<file path="src/rtl/ahcfr_pkg.sv">
// ----------------------------------------------------------------------------
// ahcfr_pkg
// Shared types, constants and helpers for the hex checksum frame receiver.
// ----------------------------------------------------------------------------
package ahcfr_pkg;

  localparam int unsigned MaxFrameDef = 256;
  localparam int unsigned CmdChars    = 3;
  localparam int unsigned CksumChars  = 2;
  localparam int unsigned TermChars   = 2;
  localparam int unsigned HoldDepth   = 4;
  localparam int unsigned QueueDepth  = 4;

  localparam logic [7:0] ChCr = 8'h0D;
  localparam logic [7:0] ChLf = 8'h0A;
  localparam logic [4:0] NotHex = 5'd16;

  typedef enum logic {
    KIND_DATA = 1'b0,
    KIND_END  = 1'b1
  } kind_e;

  typedef enum logic [1:0] {
    ST_OK        = 2'd0,
    ST_CKSUM_ERR = 2'd1,
    ST_TOO_LONG  = 2'd2,
    ST_TOO_SHORT = 2'd3
  } status_e;

  typedef struct packed {
    kind_e       kind;
    logic [7:0]  data_byte;
    logic [11:0] command;
    logic [7:0]  data_length;
    status_e     status;
    logic        last;
  } result_t;

  typedef struct packed {
    logic [1:0] cnt;
    result_t    r0;
    result_t    r1;
  } push_t;

  function automatic logic [4:0] hex_digit(input logic [7:0] c);
    logic [4:0] d;
    d = NotHex;
    if (c >= 8'h30 && c <= 8'h39) d = 5'(c - 8'h30);
    else if (c >= 8'h41 && c <= 8'h46) d = 5'(c - 8'h41 + 8'd10);
    else if (c >= 8'h61 && c <= 8'h66) d = 5'(c - 8'h61 + 8'd10);
    return d;
  endfunction

endpackage

</file>
<file path="src/rtl/ascii_hex_checksum_frame_receiver_core.sv">
// ----------------------------------------------------------------------------
// ascii_hex_checksum_frame_receiver_core
// CR LF terminated frame receiver with an ASCII hex 8-bit sum checksum.
// ----------------------------------------------------------------------------
// usage
//   s_axis: one received byte per item in tdata[7:0]
//   m_axis: one result per item; tuser is the kind (data byte or frame end),
//   tlast marks the last result caused by one received byte
//   an accepted byte is registered in the input register, processed there and
//   its results are written into the result queue, which m_axis reads
//   one byte per cycle is taken while the queue has two free entries; a byte
//   that causes a payload byte and a frame end gives two results on m_axis
//   results wait in a four-entry queue; a held byte is not processed and
//   s_axis tready drops while fewer than two queue entries are free, so a
//   stalled m_axis holds back input and no result is lost
//   reset empties the queue and clears the delay line, sum and command parse
//   after every frame end result the frame state returns to its reset value
// ----------------------------------------------------------------------------
module ascii_hex_checksum_frame_receiver_core #(
  parameter int unsigned MaxFrame = ahcfr_pkg::MaxFrameDef
) (
  input  logic        clk_i,
  input  logic        rst_ni,
  input  logic        s_axis_tvalid_i,
  output logic        s_axis_tready_o,
  input  logic [7:0]  s_axis_tdata_i,   // rx_byte
  output logic        m_axis_tvalid_o,
  input  logic        m_axis_tready_i,
  output logic [31:0] m_axis_tdata_o,   // data_byte, command, data_length, status, zero pad
  output logic        m_axis_tuser_o,   // kind
  output logic        m_axis_tlast_o
);

  ahcfr_pkg::push_t   push;
  ahcfr_pkg::result_t res;
  logic               space_ok;

  ahcfr_parse #(
    .MaxFrame(MaxFrame)
  ) u_parse (
    .clk_i      (clk_i),
    .rst_ni     (rst_ni),
    .in_valid_i (s_axis_tvalid_i),
    .in_ready_o (s_axis_tready_o),
    .in_byte_i  (s_axis_tdata_i),
    .space_ok_i (space_ok),
    .push_o     (push)
  );

  ahcfr_queue u_queue (
    .clk_i       (clk_i),
    .rst_ni      (rst_ni),
    .push_i      (push),
    .space_ok_o  (space_ok),
    .out_valid_o (m_axis_tvalid_o),
    .out_ready_i (m_axis_tready_i),
    .out_res_o   (res)
  );

  assign m_axis_tdata_o = {2'b00, res.status, res.data_length, res.command, res.data_byte};
  assign m_axis_tuser_o = res.kind;
  assign m_axis_tlast_o = res.last;

endmodule

</file>
<file path="src/rtl/ahcfr_parse.sv">
// ----------------------------------------------------------------------------
// ahcfr_parse
// Input register, delay line, running sum, command parse and frame end logic.
// ----------------------------------------------------------------------------
module ahcfr_parse #(
  parameter int unsigned MaxFrame = ahcfr_pkg::MaxFrameDef
) (
  input  logic               clk_i,
  input  logic               rst_ni,
  input  logic               in_valid_i,
  output logic               in_ready_o,
  input  logic [7:0]         in_byte_i,
  input  logic               space_ok_i,
  output ahcfr_pkg::push_t   push_o
);

  localparam int unsigned CntW = $clog2(MaxFrame + 2);
  localparam int unsigned MinFrame =
    ahcfr_pkg::CmdChars + ahcfr_pkg::CksumChars + ahcfr_pkg::TermChars;
  localparam int unsigned FirstPayload = ahcfr_pkg::HoldDepth + ahcfr_pkg::CmdChars;

  logic            in_valid_q;
  logic [7:0]      byte_q;
  logic [CntW-1:0] cnt_q, cnt_d;
  logic [7:0]      sum_q, sum_d;
  logic [7:0]      hold_q [ahcfr_pkg::HoldDepth];
  logic [7:0]      hold_d [ahcfr_pkg::HoldDepth];
  logic [11:0]     cmd_q, cmd_d;
  logic            stop_q, stop_d;

  logic            advance;
  logic            leave;
  logic [7:0]      leaving;
  logic [4:0]      lead_dig;
  logic            pay_vld;
  logic [CntW-1:0] cnt1;
  logic            term;
  logic            summ;
  ahcfr_pkg::status_e st;
  logic [7:0]      len;
  logic [4:0]      d0, d1;
  logic [7:0]      ck;
  ahcfr_pkg::result_t pay_r, end_r;

  assign advance    = in_valid_q && space_ok_i;
  assign in_ready_o = !in_valid_q || space_ok_i;

  always_ff @(posedge clk_i or negedge rst_ni) begin
    if (!rst_ni) begin
      in_valid_q <= 1'b0;
    end else if (in_ready_o) begin
      in_valid_q <= in_valid_i;
    end
  end

  always_ff @(posedge clk_i) begin
    if (in_valid_i && in_ready_o) begin
      byte_q <= in_byte_i;
    end
  end

  always_comb begin
    leave    = cnt_q >= CntW'(ahcfr_pkg::HoldDepth);
    leaving  = hold_q[0];
    lead_dig = ahcfr_pkg::hex_digit(leaving);
    sum_d    = leave ? 8'(sum_q + leaving) : sum_q;
    cmd_d    = cmd_q;
    stop_d   = stop_q;
    pay_vld  = 1'b0;
    if (leave && cnt_q < CntW'(FirstPayload)) begin
      if (!stop_q && lead_dig != ahcfr_pkg::NotHex) begin
        cmd_d = {cmd_q[7:0], lead_dig[3:0]};
      end else begin
        stop_d = 1'b1;
      end
    end else if (leave) begin
      pay_vld = 1'b1;
    end

    for (int i = 0; i < ahcfr_pkg::HoldDepth - 1; i++) begin
      hold_d[i] = hold_q[i+1];
    end
    hold_d[ahcfr_pkg::HoldDepth-1] = byte_q;
    cnt1 = cnt_q + CntW'(1);

    term = cnt1 >= CntW'(ahcfr_pkg::TermChars) && hold_d[2] == ahcfr_pkg::ChCr &&
           hold_d[3] == ahcfr_pkg::ChLf;
    d0 = ahcfr_pkg::hex_digit(hold_d[0]);
    d1 = ahcfr_pkg::hex_digit(hold_d[1]);
    if (d0 == ahcfr_pkg::NotHex) ck = 8'd0;
    else if (d1 == ahcfr_pkg::NotHex) ck = {4'd0, d0[3:0]};
    else ck = {d0[3:0], d1[3:0]};

    summ = 1'b0;
    st   = ahcfr_pkg::ST_OK;
    len  = 8'd0;
    if (term) begin
      summ = 1'b1;
      if (cnt1 < CntW'(MinFrame)) begin
        st = ahcfr_pkg::ST_TOO_SHORT;
      end else begin
        len = 8'(cnt1 - CntW'(MinFrame));
        st  = (ck == sum_d) ? ahcfr_pkg::ST_OK : ahcfr_pkg::ST_CKSUM_ERR;
      end
    end else if (cnt1 > CntW'(MaxFrame)) begin
      summ = 1'b1;
      st   = ahcfr_pkg::ST_TOO_LONG;
      if (cnt1 > CntW'(FirstPayload)) len = 8'(cnt1 - CntW'(FirstPayload));
    end

    pay_r             = '0;
    pay_r.kind        = ahcfr_pkg::KIND_DATA;
    pay_r.data_byte   = leaving;
    pay_r.last        = !summ;
    end_r             = '0;
    end_r.kind        = ahcfr_pkg::KIND_END;
    end_r.command     = cmd_d;
    end_r.data_length = len;
    end_r.status      = st;
    end_r.last        = 1'b1;

    push_o = '0;
    if (advance) begin
      unique case ({pay_vld, summ})
        2'b11: begin
          push_o.cnt = 2'd2;
          push_o.r0  = pay_r;
          push_o.r1  = end_r;
        end
        2'b10: begin
          push_o.cnt = 2'd1;
          push_o.r0  = pay_r;
        end
        2'b01: begin
          push_o.cnt = 2'd1;
          push_o.r0  = end_r;
        end
        default: begin
          push_o.cnt = 2'd0;
        end
      endcase
    end
  end

  always_ff @(posedge clk_i or negedge rst_ni) begin
    if (!rst_ni) begin
      cnt_q  <= '0;
      sum_q  <= '0;
      cmd_q  <= '0;
      stop_q <= 1'b0;
      for (int i = 0; i < ahcfr_pkg::HoldDepth; i++) hold_q[i] <= '0;
    end else if (advance) begin
      if (summ) begin
        cnt_q  <= '0;
        sum_q  <= '0;
        cmd_q  <= '0;
        stop_q <= 1'b0;
        for (int i = 0; i < ahcfr_pkg::HoldDepth; i++) hold_q[i] <= '0;
      end else begin
        cnt_q  <= cnt1;
        sum_q  <= sum_d;
        cmd_q  <= cmd_d;
        stop_q <= stop_d;
        for (int i = 0; i < ahcfr_pkg::HoldDepth; i++) hold_q[i] <= hold_d[i];
      end
    end
  end

  a_end_restarts: assert property (@(posedge clk_i) disable iff (!rst_ni)
    (advance && summ) |=> (cnt_q == '0 && sum_q == 8'd0 && !stop_q))
    else $error("frame state not cleared after summary");

  a_two_order: assert property (@(posedge clk_i) disable iff (!rst_ni)
    (push_o.cnt == 2'd2) |->
      (push_o.r0.kind == ahcfr_pkg::KIND_DATA && !push_o.r0.last && push_o.r1.last))
    else $error("payload and summary pushed in wrong order");

  a_count_bound: assert property (@(posedge clk_i) disable iff (!rst_ni)
    cnt_q <= CntW'(MaxFrame))
    else $error("byte count beyond maximum frame");

endmodule

</file>
<file path="src/rtl/ahcfr_queue.sv">
// ----------------------------------------------------------------------------
// ahcfr_queue
// Result queue taking up to two results per cycle and sending one per cycle while out_ready_i is high.
// ----------------------------------------------------------------------------
module ahcfr_queue (
  input  logic               clk_i,
  input  logic               rst_ni,
  input  ahcfr_pkg::push_t   push_i,
  output logic               space_ok_o,
  output logic               out_valid_o,
  input  logic               out_ready_i,
  output ahcfr_pkg::result_t out_res_o
);

  localparam int unsigned PtrW = $clog2(ahcfr_pkg::QueueDepth);
  localparam int unsigned CntW = $clog2(ahcfr_pkg::QueueDepth + 1);

  ahcfr_pkg::result_t mem_q [ahcfr_pkg::QueueDepth];
  logic [PtrW-1:0] wr_ptr_q, rd_ptr_q;
  logic [CntW-1:0] count_q;
  logic            pop;
  logic [PtrW-1:0] wr_ptr1;

  assign space_ok_o  = count_q <= CntW'(ahcfr_pkg::QueueDepth - 2);
  assign out_valid_o = count_q != '0;
  assign out_res_o   = mem_q[rd_ptr_q];
  assign pop         = out_valid_o && out_ready_i;
  assign wr_ptr1     = wr_ptr_q + PtrW'(1);

  always_ff @(posedge clk_i) begin
    if (push_i.cnt != 2'd0) mem_q[wr_ptr_q] <= push_i.r0;
    if (push_i.cnt == 2'd2) mem_q[wr_ptr1] <= push_i.r1;
  end

  always_ff @(posedge clk_i or negedge rst_ni) begin
    if (!rst_ni) begin
      wr_ptr_q <= '0;
      rd_ptr_q <= '0;
      count_q  <= '0;
    end else begin
      wr_ptr_q <= wr_ptr_q + PtrW'(push_i.cnt);
      if (pop) rd_ptr_q <= rd_ptr_q + PtrW'(1);
      count_q <= count_q + CntW'(push_i.cnt) - CntW'(pop);
    end
  end

  a_no_overflow: assert property (@(posedge clk_i) disable iff (!rst_ni)
    count_q <= CntW'(ahcfr_pkg::QueueDepth))
    else $error("result queue overflow");

  a_push_room: assert property (@(posedge clk_i) disable iff (!rst_ni)
    (push_i.cnt != 2'd0) |-> space_ok_o)
    else $error("push without room");

endmodule
</file>
<file path="config.mk">
export PLATFORM = sky130hd
export DESIGN_NAME = ascii_hex_checksum_frame_receiver_core
export DESIGN_NICKNAME = d
export VERILOG_FILES = /design/src/rtl/ahcfr_pkg.sv /design/src/rtl/ascii_hex_checksum_frame_receiver_core.sv /design/src/rtl/ahcfr_parse.sv /design/src/rtl/ahcfr_queue.sv
export SDC_FILE = /design/constraint.sdc
export NUM_CORES = 1
export LEC_CHECK = 0
export BUFFER_PORTS_ARGS = -buffer_cell sky130_fd_sc_hd__buf_4
export CORE_MARGIN = 2
export CORE_UTILIZATION = 60
export CTS_BUF_LIST = sky130_fd_sc_hd__clkbuf_8
export DETAILED_ROUTE_END_ITERATION = 8
export MAX_ROUTING_LAYER = met4
export PLACE_DENSITY = 0.78
export SYNTH_ARGS = -nofsm -noshare
export SYNTH_HDL_FRONTEND = slang
export SYNTH_SLANG_ARGS = --single-unit
</file>
<file path="constraint.sdc">
create_clock -name clk_i -period 10.1 [get_ports clk_i]
set_input_delay 0.505 -clock clk_i [delete_from_list [all_inputs] [get_ports clk_i]]
set_output_delay 0.505 -clock clk_i [all_outputs]
set_load 0.02 [all_outputs]
</file>
* Word level (Yosys, flattened, before mapping) *
Memories as Yosys holds them, arrays and structs flattened.
Cells that the tools add are included.
Widths: inputs -> output; s select.

storage, ports and cells
  input port bits = 12
  RAM bits = 128
  output and inout port bits = 36
  flip-flop bits (word level) = 78
  logic and storage cells = 140
  memories kept = 1

operators by class
  $add $sub $neg = 23
  equality and inequality tests = 11
  reductions and logical operators = 26
  multiplexer cells = 41
  magnitude comparators = 25

memory list
  name           depth  bits a word  read ports  clocked after memory_dff  write ports  RTL line           text
  u_queue.mem_q  4      32           1           0                         2            ahcfr_queue.sv:18  ahcfr_pkg::result_t mem_q [ahcfr_pkg::QueueDepth];

operators by type and width
  cell                 count
  $mux 66              1
  $mux 32              2
  $mux 8               8
  $pmux 32 s2          1
  $ge 8x7->1 const B   6
  $le 8x7->1 const B   6
  $mux 5               9
  $mux 12              3
  $add 5x4->5 const B  6
  $sub 5x1->5 const B  6
  $ge 8x6->1 const B   3
  $le 8x6->1 const B   3
  $lt 9x3->1 const B   2
  $eq 8x4->1 const B   2
  $logic_and 1x1->1    16
  $sub 5x5->5 const B  3
  $mux 1               12
  $eq 5x5->1 const B   2
  $add 9x1->9 const B  1
  $ge 9x2->1 const B   1
  $ge 9x3->1 const B   1
  $gt 9x3->1 const B   1
  $gt 9x9->1 const B   1
  $mux 9               1
  20 further kinds     29

* Logic depth before layout (Yosys ltp) *
Gate-level depths: netlist (run 1).

  depth in word-level cells = 17
  depth in mapped cells = 19
  depth with buffers taken out = 14

* Hierarchy *
A second synthesis (run 1) with hierarchy kept.

unflattened totals
  cell total of the unflattened synthesis = 932
  area, all modules = 11,952.7 µm²

modules (own cells, without submodules)
  module                                  seq. area each (µm²)  times used  area an instance (µm²)  cells each
  ahcfr_queue                             4,018.9               1           6,916.6                 351
  ahcfr_parse                             1,816.7               1           5,017.3                 578
  ascii_hex_checksum_frame_receiver_core  0.0                   1           18.8                    3

* Worst setup path after synthesis (run 1) *
No wires, ideal clock.

  kind = register -> register
  start point = reg u_parse.cnt_q[2]
  end point = mem u_queue.mem_q[0][0] in the netlist's numbering (enable)
  data arrival time = 4.350 ns
  setup time = 0.381 ns
  setup slack = 5.369 ns
  path buffers = 4
  cell stages (with the launch flop) = 17
  clock period less this slack = 4.731 ns
  required time = 9.719 ns
  cell sequence = dfrtp_1 ha_1 a21oi_1 a21oi_1 o41ai_1 a41oi_1 or2_2 buf_2 buf_1 ha_1 nand2b_1 inv_1 a21oi_1 or3_1 clkbuf_1 clkbuf_1 nand2_1

RTL lines
  what                      RTL line            text
  start: declaration        ahcfr_parse.sv:24   logic [CntW-1:0] cnt_q, cnt_d;
  start signal: assignment  ahcfr_parse.sv:160  cnt_q <= cnt1;
  end: declaration          ahcfr_queue.sv:18

==> results.toml, run 1 <==
[drt]
routed_via_density = 5.94
drc = 0
drtIter0Drc = 527
wl_per_cell_microns = 18.0
postRouteAntennaNets = 0
vias = 7595
firstDrtPassIters = 5
drt-total-wl_microns = 23000

[setup_path]
path_cells = "ha_1 -> and3_1 -> a21oi_1 -> o41ai_1 -> a41oi_1 -> or2_2 -> buf_4 -> ha_1 -> nand2b_1 -> nand2_1 -> nand3_1 -> nand2_1"
crit_required_ns = 10.23
r2r-start = "u_parse.cnt_q[2]"
crit_slowest_cell = "nand2_1"
path_class = "reg2reg"
r2r-end = "u_queue.mem_q[3][19]"
slowest_delay_ns = 1.09
reg2reg_depth = 12
arrival_ns = 5.88
cp-start-kind = "register"
critPathMaxFanout = 58
crit_path_end_kind = "register"
r2r_slack_ns = 4.35

[die]
std_cell_rows = 48
die_x_microns = 136
fp.dieH_microns = 136
initial_core_util = 0.608
ios = 48
core_sq_um = 17200
die_area_sq_um = 18500

[sta]
slew_violations = 0
timing.hold.ws_ns = 0.126
rsz0062_at_grt = "no"
finClkSkew_ns = 0.0156
post-route-period-util = 0.570
hold_viol_final = 0
min_period_ns = 5.75
setup_viol = 0
fin_tns_setup_ns = 0
tightest_slew_ns = 1.18
slew_headroom = 0.211
fmax_ghz = 0.174

[global_routing]
grt_pass1_wl_microns = 37800
gr-total-overflow = 0
grt_pass1_vias = 7520
grt_start_max_net_pins = 71
grt.total_usage = 0.267
antenna_found_initial = 0

[final_layout]
antenna_cells = 0
final_cells = 1278
post_route_cells_drive_above_1_share = 0.149
area_delta_synth_final_pct = 11.4
fin_util = 0.677
nets = 1072
n_fill_cell = 1312

[synth]
ys_ff_latch = 206
synth_warnings = 0
async_flop_share = 0.340
synth_area_sq_um = 10400
synth_top_flop_cell = "edfxtp_1"
syn_inst = 995
synth_edf_count = 104
synth_area_per_cell_sq_um = 10.5
synth_top_area_share = 0.299
yosysTopAreaCell = "edfxtp_1"
synth.distinct_cells = 80
synth-seq-area-share = 0.528
synth_area_leaders = "edfxtp_1 (30%), dfrtp_1 (17%), mux4_2 (6.9%)"

[clocking]
cts_hold_buf = 0
clk_path_buf_depth = 3
post_cts_buffers = 0
clock-root-buffer = "clkbuf_8"
cts_buffers = 34
cts_sinks = 206
htree_levels = 2
clk_latency_ns = 0.52
cts_resized = 0
clkTransAtPathRegs_ns = 0.07
cts_tree = "done"

[place]
hpwl_microns = 15000
gp_congestion = 0.876
dp.cells = 1217
numPortBuffers = 45

[pwr]
ir_drop_v = 0.000291
p_per_area_nw_per_um2 = 274
p_leak_nw = 4.40

[min_path]
hold_path.class = "in2async"

[run_status]
status = "complete, no violations"

[run]
maxCapViolations = 0
[state kept, by name, summed over array words and instances (netlist names)]
| signal | count |
|---|---|
| u_queue.mem_q | 128 |
| u_parse.leaving | 8 |
| u_queue.rd_ptr_q | 2 |
| u_queue.wr_ptr_q | 2 |
| u_parse.in_valid_q | 1 |
| u_parse.cnt_q | 9 |
| u_queue.count_q | 3 |
| u_parse.cmd_q | 12 |
| u_parse.sum_q | 8 |
| u_parse.hold_d | 24 |
| u_parse.stop_q | 1 |
| u_parse.byte_q | 8 |
[routing by layer]
metal / part of all wire / track usage / vias up
li1: - / - / 3641
met1: 0.44 / 0.343 / 3694
met2: 0.49 / 0.443 / 223
met3: 0.047 / 0.0406 / 37
met4: 0.023 / 0.0851 / 0
met5: 0 / - / -
[logic make-up (layout without fill, tap and decap cells)]
group / Yosys count / after routing / share of synthesized area
buf+inv: 80 / 137 / 0.0328
other cells: 1 / 2 / 0.000359
flops: 206 / 206 / 0.528
mux: 49 / 49 / 0.0864
compound gates: 198 / 198 / 0.121
xor+xnor: 20 / 20 / 0.0168
simple gates: 409 / 409 / 0.174
fa+ha+maj: 32 / 32 / 0.0398
[layout make-up]
class | count | area, sq um | share of cell area
Clock buffer | 42 | 578 | 0.0497
Clock inverter | 19 | 165 | 0.0142
Inverter | 23 | 86.3 | 0.00743
Multi-Input combinational cell | 710 | 4600 | 0.396
Sequential cell | 206 | 5520 | 0.475
Tap cell | 225 | 282 | 0.0242
Timing Repair Buffer | 53 | 398 | 0.0342
[layout by cell type, fill, tap and decap left out, types with 6 or more instances in the layout]
cell type  netlist  final
nor2_1         178    178
nand2_1        134    133
edfxtp_1       104    104
dfrtp_1         70     69
a21oi_1         54     54
buf_4            3     53
o21ai_0         52     52
clkbuf_8         0     42
mux4_2          32     32
dfxtp_1         32     32
inv_1           22     31
ha_1            30     30
o31ai_1         18     18
nand3_1         15     15
nand2b_1        15     15
mux2i_1         14     14
nor3_1          12     12
o22ai_1         11     11
xnor2_1         10     10
xor2_1          10     10
nor2b_1          8      8
a22o_1           8      8
and3_1           6      6
a31oi_1          8      6
[metrics by stage]
stage | power, mW | worst slack [ns] | area [sq um]
global route | 3.39 | 3.84 | 11600
CTS | 3.20 | 4.33 | 11600
detailed placement | 2.41 | 4.36 | 10900
global placement | 2.38 | 4.52 | 10900
floorplan | 2.07 | 5.37 | 10400
finish | 3.18 | 4.35 | 11600
[where the power goes]
group          switching, mW  internal [mW]  total [mW]
Clock                  0.333          0.454       0.787
Sequential             0.162           1.03        1.19
Combinational          0.711          0.493        1.20
[critical path, delay by kind of cell (launching register included)]
kind            cells  cell delay [ns]
flops               1             0.67
fa+ha+maj           2             0.69
compound gates      3             1.02
simple gates        6             2.65
buf+inv             1             0.32
[worst max path at each step]
stage,start,endpoint,cells after the start
after CTS,u_parse.cnt_q[2],u_queue.mem_q[3][3],12
after floorplan,u_parse.cnt_q[2],u_queue.mem_q[0][0],16
after global routing,u_parse.cnt_q[2],u_queue.mem_q[3][8],12
after detailed placement,u_parse.cnt_q[2],u_queue.mem_q[3][8],12
final,u_parse.cnt_q[2],u_queue.mem_q[3][19],12
after global placement,u_parse.cnt_q[2],u_queue.mem_q[3][4],12
[cells in the mapped netlist, drive strengths merged (4+ instances only)]
cell and n:
a21oi 54, a22o 8, a31oi 8, and2 7
and3 7, buf 17, clkbuf 40, dfrtp 70
dfxtp 32, edfxtp 104, ha 30, inv 23
mux2i 14, mux4 32, nand2 134, nand2b 15
nand3 15, nor2 179, nor2b 8, nor3 12
nor4 5, o211ai 4, o21ai 52, o21bai 5
o22ai 11, o31ai 18, or3 5, xnor2 10
xor2 10
Note: power is estimated with default switching activity, not from simulation.
==> run 2: changes to the inputs <==
- ABC_AREA: default -> 1
- CORE_UTILIZATION: 60 -> 58
- PLACE_DENSITY: 0.78 -> 0.79
- clock period: 10.1 -> 4.6 ns (I/O delays scaled with it)
==> run 2 against run 1 <==
  * Via count rose by 9.8%
  * Design area fell by 0.11%
  * Clock skew barely moved
  * Sequential share of layout area rose by 0.051 points
  * Clock power rose by 92%
  * Critical endpoint is now u_queue.mem_q[2][9]
  * Highest routed layer unchanged
==> results.toml, run 2 <==
[run_status]
status = "complete, no violations"

[global_routing]
grt_pass1_wl_microns = 38600
grt_start_max_net_pins = 71
gr-total-overflow = 0
antenna_found_initial = 0
grt.total_usage = 0.269
grt_pass1_vias = 7882

[clocking]
clkTransAtPathRegs_ns = 0.05
clock-root-buffer = "clkbuf_8"
cts_sinks = 206
cts_buffers = 35
cts_tree = "done"
clk_latency_ns = 0.52
cts_resized = 0
clk_path_buf_depth = 3
htree_levels = 2

[setup_path]
r2r-start = "u_parse.cnt_q[0]"
reg2reg_depth = 18
arrival_ns = 4.18
crit_path_end_kind = "register"
critPathMaxFanout = 24
cp-startpoint = "u_parse.cnt_q[0]"
cp-start-kind = "register"
crit_required_ns = 4.77
path_class = "reg2reg"
r2r-end = "u_queue.mem_q[2][9]"
r2r_slack_ns = 0.60

[sta]
tightest_slew_ns = 1.11
slew_violations = 0
layout_setup_ws_ns = 0.597
fin_tns_setup_ns = 0
finClkSkew_ns = 0.0161
fmax_ghz = 0.250
rsz0062_at_grt = "no"
post-route-period-util = 0.870
slew_headroom = 0.262
min_period_ns = 4.00
hold_viol_final = 0
setup_viol = 0

[synth]
synth_area_leaders = "edfxtp_1 (30%), dfrtp_1 (17%), nor2_1 (6.9%)"
synthTopCellsByCount = "nor2_1 (192), nand2_1 (178), o21ai_0 (115)"
synth_area_per_cell_sq_um = 8.96
async_flop_share = 0.340
synth_warnings = 0
syn_inst = 1157
synth_top_area_share = 0.301
yosysTopAreaCell = "edfxtp_1"
synth_most_common_cell = "nor2_1"
synth_edf_count = 104
synth_area_sq_um = 10400
synth.distinct_cells = 47
synth-seq-area-share = 0.532
ys_ff_latch = 206
synth_top_flop_cell = "edfxtp_1"

[place]
hpwl_microns = 16000
gp_congestion = 0.880
dp.cells = 1394
place_ws_ns = 0.676
numPortBuffers = 45

[pwr]
p_sw_mw = 3.32
pwr-share-seq = 0.333
ir_drop_v = 0.000473
p_per_area_nw_per_um2 = 657
power.share.clock = 0.198
total_power_mw = 7.63
switching_share = 0.436
p_leak_nw = 4.84
combPwrFrac = 0.469
p_int_mw = 4.30

[min_path]
min_path_cells = 5
hold_end = "u_queue.rd_ptr_q[0]"
min_from = "m_axis_tready_i"
hold_path.class = "in2reg"

[drt]
drt-total-wl_microns = 24200
routed_via_density = 5.68
vias = 8336
firstDrtPassIters = 6
drc = 0
wl_per_cell_microns = 16.5
drtIter0Drc = 589
postRouteAntennaNets = 0

[die]
std_cell_rows = 48
ios = 48
core_sq_um = 17400
die_area_sq_um = 19000
initial_core_util = 0.596
fp.dieH_microns = 138
die_x_microns = 138

[final_layout]
final_cells = 1468
fin_util = 0.667
post_route_cells_drive_above_1_share = 0.137
largest_register_ff_count = 128
final_common_cell = "nor2_1"
nets = 1260
top_register = "u_queue.mem_q"
area_delta_synth_final_pct = 11.9
antenna_cells = 0
layout_common_cells = "nor2_1 (192), nand2_1 (178), inv_1 (119), o21ai_0 (115), edfxtp_1 (104)"

[run]
maxCapViolations = 0
-- run 2: kinds of logic after synthesis --
group,Yosys count,share of synthesized area
and+or+nand+nor,459,0.188
other,1,0.000362
buffers and inverters,170,0.0680
xor gates and xnor gates,22,0.0193
DFF,206,0.532
adders and majority gates,32,0.0400
AOI/OAI and AO/OA,267,0.153
-- run 2: metrics by stage --
stage	area [sq um]	hold WS, ns
CTS	11600	0.0810
global route	11600	0.157
floorplan	10400	-0.0656
finish	11600	0.102
detailed placement	10900	0.410
global placement	10900	0.406
-- run 2: layout make-up --
class                      count  area, sq um
multi-input combinational    782         4160
sequential                   206         5520
inverter                     120          455
clock inverter                25          108
tap                          225          282
fill                        1417         5810
clock buffer                  39          537
timing repair buffer          71          558
-- run 2: worst max path at each step --
| stage | cells past startpoint | to | slack (ns) |
|---|---|---|---|
| floorplan | 16 | u_queue.mem_q[1][0] | 1.19 |
| global placement | 18 | u_queue.mem_q[2][8] | 0.86 |
| detailed placement | 18 | u_queue.mem_q[2][3] | 0.68 |
| CTS | 18 | u_queue.mem_q[2][3] | 0.66 |
| global route | 18 | u_queue.mem_q[2][10] | 0.37 |
| finish | 18 | u_queue.mem_q[2][9] | 0.60 |
-- run 2: power by group through the flow --
| stage | clock network, mW | registers (mW) | logic [mW] |
|---|---|---|---|
| final | 1.51 | 2.54 | 3.58 |
| after global routing | 1.60 | 2.58 | 3.98 |
| after CTS | 1.53 | 2.53 | 3.57 |
| after detailed placement | 0 | 2.57 | 3.54 |
| after global placement | 0 | 2.55 | 3.48 |
| after floorplan | 0 | 2.50 | 2.64 |
-- run 2: critical path, cell delays in order (launching register included) --
cell and delay [ns]:
dfrtp_1 0.43, ha_1 0.22, nand2_2 0.07, inv_2 0.09, nand4_1 0.13, xor2_1 0.29
nand2_1 0.10, nor2_2 0.15, nand4_1 0.13, nand2_2 0.13, nand2_4 0.09, ha_1 0.29
nor2_2 0.25, nor2_1 0.15, nor2_1 0.38, buf_4 0.23, inv_1 0.11, nand2_1 0.09
buf_4 0.33
-- run 2: layer usage --
metal / wire length, microns / track usage
met5: 0 / -
met4: 510 / 0.0839
met3: 1680 / 0.0464
met2: 11900 / 0.444
met1: 10100 / 0.342
-- run 2: repair_timing --
action                                 in CTS  in global routing
hold buffers                               10                  0
buffers inserted                            0                  0
endpoints found under the hold margin      79                  0
==> run 3: changes to the inputs <==
- BUFFER_PORTS_ARGS: -buffer_cell sky130_fd_sc_hd__buf_4 -> -buffer_cell sky130_fd_sc_hd__buf_2
- PLACE_DENSITY: 0.79 -> default
- PLACE_DENSITY_LB_ADDON: default -> 0.08
==> run 3 against run 2 <==
  * Critical path depth unchanged
  * Power down 0.61%
  * Sequential power hardly changed
  * First-iteration DRC count increased by 14%
  * Largest cell class unchanged
  * Die area stayed put
  * Worst setup slack improved by 0.33 ns
  * Combinational power fell by 4%
  * Utilization fell by 0.29 points
  * Global-route usage is 0.17 points higher
==> results.toml, run 3 (same netlist as run 2, synthesis figures left out) <==
[setup_path]
crit_path_end_kind = "register"
critPathMaxFanout = 24
r2r_slack_ns = 0.93
cp-startpoint = "u_parse.cnt_q[0]"
cp-start-kind = "register"
arrival_ns = 3.85
path_class = "reg2reg"
crit_required_ns = 4.78
r2r-start = "u_parse.cnt_q[0]"

[place]
hpwl_microns = 15700
numPortBuffers = 45
gp_congestion = 0.850

[drt]
drc = 0
met2_length_microns = 11500
met1_length_microns = 10800
firstDrtPassIters = 5
vias = 8163
drt-total-wl_microns = 24100
wl_met3_microns = 1480
postRouteAntennaNets = 0
routed_via_density = 5.56
wl_per_cell_microns = 16.4
top_layer_used = "met4"
drtIter0Drc = 670

[clocking]
clk_latency_ns = 0.52
cts_sinks = 206
cts_tree = "done"
clk_path_buf_depth = 3
clkTransAtPathRegs_ns = 0.06
cts_resized = 0
cts_buffers = 36
htree_levels = 2
clock-root-buffer = "clkbuf_8"

[sta]
setup_viol = 0
post-route-period-util = 0.797
timing.hold.ws_ns = 0.0849
slew_violations = 0
finClkSkew_ns = 0.0151
hold_viol_final = 0
fin_tns_setup_ns = 0
slew_headroom = 0.292
tightest_slew_ns = 1.06
fmax_ghz = 0.273
rsz0062_at_grt = "no"
min_period_ns = 3.67

[pwr]
ir_drop_v = 0.000612
p_per_area_nw_per_um2 = 656
total_power_mw = 7.58
p_leak_nw = 4.86

[final_layout]
final_common_cell = "nor2_1"
area_delta_synth_final_pct = 11.4
top_register = "u_queue.mem_q"
largest_register_ff_count = 128
post_route_cells_drive_above_1_share = 0.140
antenna_cells = 0
layout_common_cells = "nor2_1 (192), nand2_1 (178), inv_1 (125), o21ai_0 (115), edfxtp_1 (104)"
nets = 1260

[global_routing]
grt.total_usage = 0.271
grt_pass1_vias = 7853
antenna_found_initial = 0
grt_pass1_wl_microns = 38800
grt_start_max_net_pins = 71
gr-total-overflow = 0

[die]
core_sq_um = 17400
std_cell_rows = 48
ios = 48
die_area_sq_um = 19000
initial_core_util = 0.596
fp.dieH_microns = 138
die_x_microns = 138

[min_path]
hold_path.class = "in2reg"
min_from = "m_axis_tready_i"

[run_status]
status = "complete, no violations"

[run]
maxCapViolations = 0
-- run 3: cell count changes in the layout (fill, tap and decap cells not counted) --
cell        change
clkinv_2        -3
inv_2           +1
a21oi_2         +1
a21oi_1         -1
clkinv_1        -8
buf_2          +44
inv_6           -1
buf_4          -45
inv_1           +6
clkinvlp_4      +1
clkbuf_8        +6
-- run 3: final cells by class --
type | count | area, sq um
Multi-Input combinational cell | 782 | 4160
Inverter | 120 | 455
Fill cell | 1474 | 5860
Timing Repair Buffer | 70 | 440
Sequential cell | 206 | 5520
Clock buffer | 45 | 619
Clock inverter | 21 | 87.6
Tap cell | 225 | 282
-- run 3: per-layer routing --
metal	vias to the layer above	GRT usage
met5	-	-
met4	0	0.0697
met3	37	0.0430
met2	246	0.438
met1	3850	0.361
li1	4030	-
-- run 3: path summary, 6_finish.rpt --
check                                             to  cells past startpoint
worst max-delay path             u_queue.mem_q[1][1]                     18
worst min-delay path             u_queue.rd_ptr_q[0]                      4
worst max register to register   u_queue.mem_q[1][1]                     18
worst min register to register  u_queue.mem_q[2][24]                      2
max in group asynchronous        u_queue.rd_ptr_q[0]                      2
min in group asynchronous         u_parse.hold_d[16]                      2
-- run 3: where the power goes --
group / total [mW] / switching [mW] / internal (mW)
registers: 2.53 / 0.234 / 2.30
clock network: 1.61 / 0.730 / 0.881
logic: 3.44 / 2.34 / 1.10
total: 7.58 / 3.30 / 4.28
-- run 3: stage by stage --
step,util,instance area (sq um),cells,setup slack (ns)
3_3_place_gp,0.617,10800,1393,1.09
6_report,0.664,11600,1469,0.932
5_1_grt,0.664,11600,1469,0.561
2_1_floorplan,-,10400,1158,1.19
3_5_place_dp,0.617,10800,1393,0.974
4_1_cts,0.664,11600,1469,0.949
-- run 3: repair_timing --
action,4_1_cts,5_1_grt
endpoints found under the hold margin,79,0
buffers inserted,0,0
hold buffers,10,0
-- run 3: worst max-delay path, stage by stage, from the launching register on --
cell and delay [ns]:
dfrtp_1 0.42, ha_1 0.21, nand2_2 0.06, inv_2 0.10, nand4_1 0.13, xor2_1 0.29, nand2_1 0.10, nor2_2 0.15
nand4_1 0.12, nand2_2 0.12, nand2_4 0.09, ha_1 0.29, nor2_2 0.23, nor2_1 0.13, nor2_1 0.11, buf_4 0.18
inv_1 0.13, nand2_1 0.09, buf_4 0.33
